===== src/rtl/lltr_ram.sv =====
// Generic single-port-write, single-port-read RAM with registered read data.
`timescale 1ns / 1ps
`default_nettype none

module lltr_ram #(
    parameter int WIDTH  = 8,
    parameter int DEPTH  = 64,
    parameter int ADDR_W = (DEPTH > 1) ? $clog2(DEPTH) : 1
) (
    input  wire logic              aclk,
    input  wire logic              we,
    input  wire logic [ADDR_W-1:0] waddr,
    input  wire logic [WIDTH-1:0]  wdata,
    input  wire logic              re,
    input  wire logic [ADDR_W-1:0] raddr,
    output logic      [WIDTH-1:0]  rdata
);

    logic [WIDTH-1:0] mem [DEPTH];

    always_ff @(posedge aclk) begin
        if (we) begin
            mem[waddr] <= wdata;
        end
        if (re) begin
            rdata <= mem[raddr];
        end
    end

endmodule

`default_nettype wire


===== config.mk =====
export PLATFORM = sky130hd
export DESIGN_NAME = lltr_ram
export DESIGN_NICKNAME = d
export VERILOG_FILES = /design/src/rtl/lltr_ram.sv
export SDC_FILE = /design/constraint.sdc
export NUM_CORES = 1
export LEC_CHECK = 0
export ABC_CLOCK_PERIOD_IN_PS = 5100
export BUFFER_PORTS_ARGS = -buffer_cell sky130_fd_sc_hd__buf_2
export CORE_ASPECT_RATIO = 0.8
export CORE_UTILIZATION = 38
export CTS_CLUSTER_SIZE = 25
export DETAILED_ROUTE_END_ITERATION = 10
export HOLD_SLACK_MARGIN = 0.15
export PLACE_DENSITY = 0.57
export SYNTH_ARGS = -nofsm -noshare
export SYNTH_HDL_FRONTEND = slang
export SYNTH_SLANG_ARGS = --single-unit

===== constraint.sdc =====
create_clock -name aclk -period 5.1 [get_ports aclk]
set_clock_uncertainty 0.15 [all_clocks]
set_input_delay 0 -clock aclk [delete_from_list [all_inputs] [get_ports aclk]]
set_output_delay 0 -clock aclk [all_outputs]
set_load 0.005 [all_outputs]

==> flow_metrics.tcl <==
set metrics [dict create \
    status "finished, final reports clean" \
    buffer_ports.inserted 30 \
    maxCapViolCount 0 \
    globalRouteMet2Util 0.2522 \
    comb_power_share 0.050 \
    critical_path.most_common_cell "dlygate4sd3_1" \
    synth.top_cells.by_area "edfxtp_1 77%, mux4_2 14%, nor2_1 1.5%, mux2i_1 1.1%, mux2_2 0.72%" \
    gpl.final_weighted_congestion 0.7956 \
    routedWlPerCell_um 26.80 \
    synthesis.area_mm2 0.02025 \
    routed-via-count 9639 \
    die_height_um 208.5 \
    fin_nets 1032 \
    syn2layout_area_growth_pct 12.89 \
    layout_commonest_cell "edfxtp_1" \
    top_cell_type_s_share_of_synthesized_area 0.7712 \
    number_of_enable_type_register_cells_in_the_synthesized_netlist 520 \
    setup.worst_path.start_class "input port" \
    drtPass1Iterations 5 \
    timing.final.max_slew_violations 0 \
    cts.hold.buffers_added 21 \
    timing.final.setup_violations 0 \
    reported_leakage_power_nw 7.020 \
    synthFlopType "edfxtp_1" \
    floorplan.io_pins 31 \
    die_w_um 260.1 \
    powerDensity_mw_per_mm2 383.1 \
    global_router_s_overall_resource_usage 0.1761 \
    synth-seq-cells 520 \
    postCtsSetupBuffers 0 \
    grt_busiest_layer "met1" \
    final_core_util 0.4350 \
    worst_ep_required_time_ns 5.28 \
    setup_ws_ns 2.125 \
    power.switching_fraction 0.2118 \
    postRouteAntennaNets 0 \
    cts_tree "yes" \
    cp.arrival_ns 3.15 \
    synthDistinctLibCells 39 \
    clock_path_buffers 3 \
    cp-startpoint "raddr[3]" \
    critical_path_buf_inv_count 4 \
    sequential_to_total_area_share_from_yosys_stat 0.7712 \
    globalRouteMet3Util 0.03277 \
    initialDrtViolationCount 1100 \
    fin_crit_sh 0.5834 \
    crit_chain "dlygate4sd3_1, buf_2, buf_4, mux4_2, mux2i_1, o2111ai_1, nand2_1, o2bb2ai_1, dlygate4sd3_1" \
    postSynth.asyncResetShare 0 \
    pin_count_of_the_biggest_net_entering_global_routing 77 \
    ir_drop_v 0.0002148 \
    total_drc_errors_in_the_routed_layout 0 \
    rsz_0062_raised_after_global_routing "false" \
    grt_antenna_before_repair 4 \
    placed_cells_incl_taps 1628 \
    row_count 75 \
    start_util 0.3853 \
    timing.hold.ws_ns 0.2004 \
    cts.sink_count 520 \
    pre_cts_slack_ns 2.069 \
    layout.cells.most_common_list "520 x edfxtp_1, 126 x mux4_2, 83 x nor2_1, 53 x clkbuf_16, 27 x buf_2" \
    avgSynthCellArea_um2 21.54 \
    final_layout_size_suffix_gt1_frac 0.2469 \
    clock.fmax_mhz 336.1 \
    yosysTopAreaCell "edfxtp_1" \
    critical_path.reg2reg.startpoint "mem[15][2]" \
    mappedNetlistNets 963 \
    fp.dieArea_mm2 0.05422 \
    layout.cells.non_filler 1744 \
    critical_path.slowest_cell "buf_2" \
    cts-resized-gates 0 \
    grt_first_pass_wirelength_um 68860 \
    finalHoldViolations 0 \
    setup_total_negative_slack_ns 0 \
    seq_power_share 0.543 \
    worst-setup-path-type "in -> reg" \
    path_clk_slew_ns 0.06 \
    hold_class "in -> reg" \
    holdCritStartpoint "waddr[5]" \
    cts.root.buffer_cell "clkbuf_16" \
    totalWireLength_um 46730 \
    ys.warnings.count 0 \
    crit_path_max_incr_delay_ns 0.66 \
    intPower_w 0.006901 \
    critPathMaxFanout 31 \
    core_region_area_mm2 0.05255 \
    endpoint_kind "register" \
    tightest_pin_transition_ns 1.274 \
    clk_latency_ns 0.58 \
    finalWorstPathRequiredPeriod_ns 2.975 \
    grt_pass1_vias 9709 \
    relSlewSlack 0.1508 \
    cpLargestDelayFamily "buffers and inverters" \
    netlist_instances 940 \
    p_switching_w 0.001855 \
    post-dp-hpwl_um 27880 \
    cts_max_level 2 \
    globalRouteMet1Util 0.2755 \
    via_to_cell_ratio 5.527 \
    grt.overflow.total 0 \
    cts_buffers 51 \
    p_clk_frac 0.406 \
]
## through the flow
step | total power (W) | area [um2]
after floorplan | 0.005089 | 20250
after global placement | 0.005274 | 21090
after detailed placement | 0.005281 | 21090
after CTS | 0.008841 | 22850
after global routing | 0.009030 | 22860
final | 0.008755 | 22860
## cell usage after synthesis, drive strengths merged (2+ instances only)
library cell,n
nand3b,3
nand2b,7
nand2,19
a21oi,3
o41ai,2
edfxtp,520
a2111oi,2
clkbuf,17
nand3,13
buf,34
o221ai,8
o22ai,8
nor3,7
a22oi,3
nand4,2
o2111ai,3
nor2b,14
o21ai,4
mux4,126
o21a,2
nor4,2
mux2i,23
o2bb2ai,3
a211oi,4
a221oi,6
o221a,2
o32ai,2
nor2,83
mux2,13
## worst min-delay path: stages
cell and delay, ns:
buf_2 0.19, nand3_1 0.27, nor2_1 0.24
## power by group through the flow
stage | Combinational (W) | Sequential [W] | Clock [W]
3_5_place_dp | 0.000435 | 0.00485 | 0
6_report | 0.000442 | 0.00475 | 0.00356
2_1_floorplan | 0.000252 | 0.00484 | 0
5_1_grt | 0.000474 | 0.00475 | 0.00380
3_3_place_gp | 0.000429 | 0.00484 | 0
4_1_cts | 0.000449 | 0.00475 | 0.00364
## area by class of cell
class / count / area [um2]
fill: 4565 / 29690
sequential: 520 / 15620
multi-input combinational: 369 / 4325
clock buffer: 65 / 1371
tap: 693 / 867.1
timing repair buffer: 67 / 494.2
clock inverter: 28 / 178.9
antenna: 2 / 5.005
## per-layer routing
metal | share of wire | vias to the layer above
met3 | 0.075 | 63
met5 | 0 | -
met1 | 0.46 | 5131
met2 | 0.44 | 366
li1 | - | 4079
met4 | 0.019 | 0
## cell families (layout without fill, tap and decap cells)
family | count (synthesis) | count (layout) | synth area share
buffers and inverters | 51 | 160 | 0.01563
other | 0 | 2 | 0
DFF | 520 | 520 | 0.7712
and+or+nand+nor | 153 | 153 | 0.03374
muxes | 162 | 162 | 0.1588
AOI/OAI and AO/OA | 54 | 54 | 0.02064
## final timing paths
kind	end	slack, ns	cells past startpoint
worst min-delay path	mem[61][7]	0.20	3
worst max register to register	rdata[2]	2.43	6
worst max-delay path	rdata[2]	2.12	9
worst min register to register	rdata[6]	0.81	3
## state kept, by name, summed over array words and instances, names as in the netlist
name,cells
rdata,8
mem,512
Power figures use the tool's default switching activity.
