<file path="config.mk">
export PLATFORM = sky130hd
export DESIGN_NAME = lltr_scan
export DESIGN_NICKNAME = d
export VERILOG_FILES = /design/src/rtl/lltr_pkg.sv /design/src/rtl/lltr_scan.sv
export SDC_FILE = /design/constraint.sdc
export NUM_CORES = 1
export LEC_CHECK = 0
export ABC_AREA = 0
export CAP_MARGIN = 20
export CORE_AREA = 2 2 157 159
export DETAILED_ROUTE_END_ITERATION = 16
export DIE_AREA = 0 0 159 161
export DONT_BUFFER_PORTS = 1
export GPL_TIMING_DRIVEN = 0
export SETUP_SLACK_MARGIN = 0.1
export SYNTH_ARGS = -nofsm -noshare
export SYNTH_HDL_FRONTEND = slang
export SYNTH_SLANG_ARGS = --single-unit
export TNS_END_PERCENT = 10
</file>
<file path="constraint.sdc">
create_clock -name aclk -period 10.49 [get_ports aclk]
set_input_delay 1.049 -clock aclk [delete_from_list [all_inputs] [get_ports aclk]]
set_output_delay 1.049 -clock aclk [all_outputs]
set_load 0.05 [all_outputs]
</file>
<file path="src/rtl/lltr_pkg.sv">
// Shared constants and request encodings for the LFU/LRU replacement block.
`timescale 1ns / 1ps
`default_nettype none

package lltr_pkg;

    localparam int SETS_DEF       = 64;
    localparam int WAYS_DEF       = 8;
    localparam int COUNT_BITS_DEF = 16;

    localparam int TIME_W   = 32;
    localparam int OP_W     = 2;
    localparam int SET_IN_W = 6;
    localparam int WAY_IN_W = 3;
    localparam int USES_W   = 16;

    localparam int S_TDATA_W = 48;
    localparam int M_TDATA_W = 24;

    localparam logic [OP_W-1:0] OP_INVAL = 2'd0;
    localparam logic [OP_W-1:0] OP_TOUCH = 2'd1;
    localparam logic [OP_W-1:0] OP_FILL  = 2'd2;
    localparam logic [OP_W-1:0] OP_QUERY = 2'd3;

endpackage

`default_nettype wire

</file>
<file path="src/rtl/lltr_scan.sv">
// Victim search: walks the ways of one set row, one way per cycle.
`timescale 1ns / 1ps
`default_nettype none

module lltr_scan
    import lltr_pkg::*;
#(
    parameter int WAYS       = WAYS_DEF,
    parameter int COUNT_BITS = COUNT_BITS_DEF,
    parameter int WAY_W      = (WAYS > 1) ? $clog2(WAYS) : 1,
    parameter int ENT_W      = COUNT_BITS + TIME_W
) (
    input  wire logic                    aclk,
    input  wire logic                    aresetn,
    input  wire logic                    start,
    input  wire logic [WAYS*ENT_W-1:0]   row,
    output logic                         done,
    output logic      [WAY_W-1:0]        best_way,
    output logic      [COUNT_BITS-1:0]   best_count
);

    localparam logic [WAY_W-1:0] LAST_WAY = WAY_W'(WAYS - 1);

    logic                  active_reg, active_next;
    logic                  done_reg, done_next;
    logic [WAY_W-1:0]      idx_reg, idx_next;
    logic [WAY_W-1:0]      bway_reg, bway_next;
    logic [COUNT_BITS-1:0] bcnt_reg, bcnt_next;
    logic [TIME_W-1:0]     btime_reg, btime_next;

    logic [ENT_W-1:0]      ent;
    logic [COUNT_BITS-1:0] ent_cnt;
    logic [TIME_W-1:0]     ent_time;
    logic                  better;

    always_comb begin
        ent      = row[idx_reg*ENT_W +: ENT_W];
        ent_cnt  = ent[COUNT_BITS-1:0];
        ent_time = ent[ENT_W-1:COUNT_BITS];
        better   = (idx_reg == '0) || (ent_cnt < bcnt_reg) ||
                   ((ent_cnt == bcnt_reg) && (ent_time < btime_reg));

        active_next = active_reg;
        done_next   = 1'b0;
        idx_next    = idx_reg;
        bway_next   = bway_reg;
        bcnt_next   = bcnt_reg;
        btime_next  = btime_reg;

        if (start) begin
            active_next = 1'b1;
            idx_next    = '0;
        end else if (active_reg) begin
            if (better) begin
                bway_next  = idx_reg;
                bcnt_next  = ent_cnt;
                btime_next = ent_time;
            end
            if (idx_reg == LAST_WAY) begin
                active_next = 1'b0;
                done_next   = 1'b1;
            end else begin
                idx_next = idx_reg + 1'b1;
            end
        end
    end

    always_ff @(posedge aclk) begin
        if (!aresetn) begin
            active_reg <= 1'b0;
            done_reg   <= 1'b0;
            idx_reg    <= '0;
        end else begin
            active_reg <= active_next;
            done_reg   <= done_next;
            idx_reg    <= idx_next;
        end
        bway_reg  <= bway_next;
        bcnt_reg  <= bcnt_next;
        btime_reg <= btime_next;
    end

    assign done       = done_reg;
    assign best_way   = bway_reg;
    assign best_count = bcnt_reg;

endmodule

`default_nettype wire

</file>
==> impl_results.md <==
* # setup viols final at 0
* Hold crit path type: reg2reg
* Relative slew slack at 35.6%
* Async set-reset flop share out of synthesis at 0%
* Outcome: completed
* Root Driver: clkbuf_16
* Largest net degree at the start of global routing at 28
* Layout area overhead at 10.5%
* Die Wd at roughly 160 µm
* Hold buffer count at cts at 0
* Met2 wire length at around 12 mm
* WP buf/inv at 4
* Wirelength per Cell at ~29 µm
* First-pass GRT wire length at 30.8 mm
* Largest register FFs at 32
* Cts repair resizes at 0
* Met3 routed WL at 1.78 mm
* Post-route minimum period at 4.60 ns
* Power Density at 94.3 mW/mm²
* Met1 wire length at just under 8 mm
* Post-synthesis register bit count at 56
* WL final at 22.2 mm
* Clk sink count at 56
* Layout Nets at 863
* Vias post-DR at between 4k and 5k
* I/O Buffers at 0
* Max Freq at between 0.2 and 0.25 GHz
* Pleak at 2.17 nW
* Worst slack at placement at around 5.8 ns
* Final WS setup at 5.89 ns
* Multi-input logic area at 0.00385 mm²
* CP top delay family: buffers and inverters
* Filler cells at 2506
* DR top layer: met5
* Max rail drop VDD at 0.0564 mV
* Distinct cells, synth at 40
* Slowest cell on crit path: buf_1
* Syn Std Cell Area at ~0.0058 mm²
* Net Count, Synth at 854
* Skew-Pair Late Insertion Delay at 0.31 ns
* Post-DRT Antenna Nets at 0
* R2r setup slk at roughly 5.9 ns
* Total CTS buffers at 5
* Post-Route Skew at 0.0122 ns
* Mapped Avg Cell Area at 13.9 µm²
* Sequential-to-total area share from yosys stat at 28.1%
* H-tree Lvls at 2
* Worst-path cell chain: clkbuf_1 -> buf_2 -> buf_1 -> mux4_2 -> mux2_2 -> ha_1 -> and3_1 -> nand4_1 -> a221oi_1 -> nand2_1 -> a311o_1 -> o21ai_4 -> buf_12
* Initial Util at 24.2%
* Iter 0 DRT Violations at 193
* Yosys warning count at 0
* Post-Syn Instances at about 420
* Number of detailed-route iterations in the first pass at 4
* Initial antenna violation count at 6
* Layout cell share with drive strength beyond 1 at between 30 and 40%
* Register Area at 0.00163 mm²
* Worst path max stage delay at 0.68 ns
* CTS tree: done
* Height of the die at roughly 160 µm
* Residual DRC at 0
* Vias in the first global route at 4570
* Slew Limit Fails at 0
* Clock-pin slew on the worst setup and hold paths at 0.08 ns
* GRT Total Usage at 16.6%
* Max Cap Viol at 0
* Worst-Margin Slew at 0.966 ns
* CP Class: reg2reg
* Part of the cycle the worst path needs at 43.9%
* Die area at 0.0256 mm²
* Io pins at 407
* Final number of hold-violating endpoints at 0
* Site Rows at 57
* Critical Path Sink Type: register
* Number of synthesized flops with an enable pin at 51
* Via-per-instance ratio at 5.45
* Critical path required time at 10.49 ns
* CORE AREA at between 0.02 and 0.025 mm²
* HPWL Detailed at 19.0 mm
* Crit path arrival time at 4.61 ns
* CP max FO at 27
* Grt ovf at 0
* Fin Setup TNS at 0 ns
* Main flop type after synthesis: edfxtp_1
* RSZ-0062 raised after global routing: no
* Setup Fix Bufs, Post-CTS at 0
* Clock Path Buffers at 2
* Gpl congestion at 0.862
* Startpoint Class: register
cells by family after synthesis:
group,Yosys count,synth area share [%]
DFF,56,28.1
muxes,145,46.7
AOI/OAI and AO/OA,41,4.57
buffers and inverters,79,5.75
xor gates and xnor gates,1,0.151
adders and majority gates,50,10.8
and+or+nand+nor,45,3.94
worst register-to-register path: stages (launching register included):
cell and delay (ns):
dfxtp_1 0.37, clkbuf_1 0.25, buf_2 0.42, buf_1 0.68, mux4_2 0.41, mux2_2 0.30, ha_1 0.31, and3_1 0.21
nand4_1 0.22, a221oi_1 0.26, nand2_1 0.10, a311o_1 0.31, o21ai_4 0.20, buf_12 0.23
through the flow:
stage	instance area (µm²)	instances	total power, mW	hold slack, ns	utilization [%]
finish	6410	754	0.605	0.481	26.8
global route	6410	753	0.636	0.479	26.8
CTS	6410	751	0.614	0.473	26.7
detailed placement	6260	743	0.434	0.453	26.1
global placement	6210	741	0.429	0.450	25.9
floorplan	5810	417	0.393	0.426	-
power by group:
part	internal [mW]	switching (mW)	leakage, nW
clock network	0.0896	0.0884	0.0671
registers	0.256	0.0150	0.513
logic	0.0833	0.0723	1.59
total	0.429	0.176	2.17
metal layers:
| metal | up-vias | track usage (%) |
|---|---|---|
| met2 | 303 | 31.2 |
| met4 | 4 | 5.79 |
| met1 | 2039 | 18.1 |
| met5 | - | 0 |
| li1 | 1732 | - |
| met3 | 30 | 4.26 |
final timing paths:
kind / depth (start not counted) / to / start
min reg2reg: 0 / best_way[2]$_DFFE_PP_ / idx_reg[2]$_SDFFE_PP0P_
min: 0 / best_way[2]$_DFFE_PP_ / idx_reg[2]$_SDFFE_PP0P_
max reg2reg: 13 / btime_reg[1]$_DFFE_PP_ / idx_reg[1]$_SDFFE_PP0P_
max: 13 / btime_reg[1]$_DFFE_PP_ / idx_reg[1]$_SDFFE_PP0P_
layout by cell type (no fill, tap or decap), types with 2 or more instances in the layout:
master	n
nand3_1	9
inv_1	51
nand2_1	9
a21o_1	4
buf_4	5
nor2_1	10
o21a_1	2
buf_1	6
a21oi_1	16
buf_2	9
clkbuf_1	8
ha_1	50
clkbuf_16	5
edfxtp_1	51
diode_2	3
nand2b_1	3
mux4_2	96
nand4_1	8
dfxtp_1	5
o21ai_0	6
buf_12	2
mux2i_1	2
and3_1	2
mux2_2	47
synthesized netlist by cell type (all sizes together), types with 2 or more instances:
master / count / area (µm²)
mux2: 47 / 529
o211ai: 2 / 20.0
buf: 21 / 116
dfxtp: 5 / 100
ha: 50 / 626
a21oi: 16 / 80.1
nand2b: 3 / 18.8
edfxtp: 51 / 1530
nand4: 8 / 50.1
mux2i: 2 / 20.0
and3: 2 / 12.5
nor2: 10 / 37.5
inv: 51 / 191
a21o: 4 / 30.0
o21ai: 7 / 35.0
nand2: 9 / 33.8
mux4: 96 / 2160
clkbuf: 7 / 26.3
nand3: 9 / 45.0
o21a: 2 / 15.0
final cells by class:
| cell class | instances | area share, % |
|---|---|---|
| multi-input cells | 282 | 60.0 |
| flip-flops and latches | 56 | 25.4 |
| well taps | 324 | 6.32 |
| inverters | 51 | 2.98 |
| plain buffers | 28 | 2.22 |
| clock buffers | 6 | 2.01 |
| repair buffers | 2 | 0.624 |
| clock inverters | 2 | 0.254 |
| diodes | 3 | 0.117 |
No activity file was read; power rests on OpenSTA's default activity.
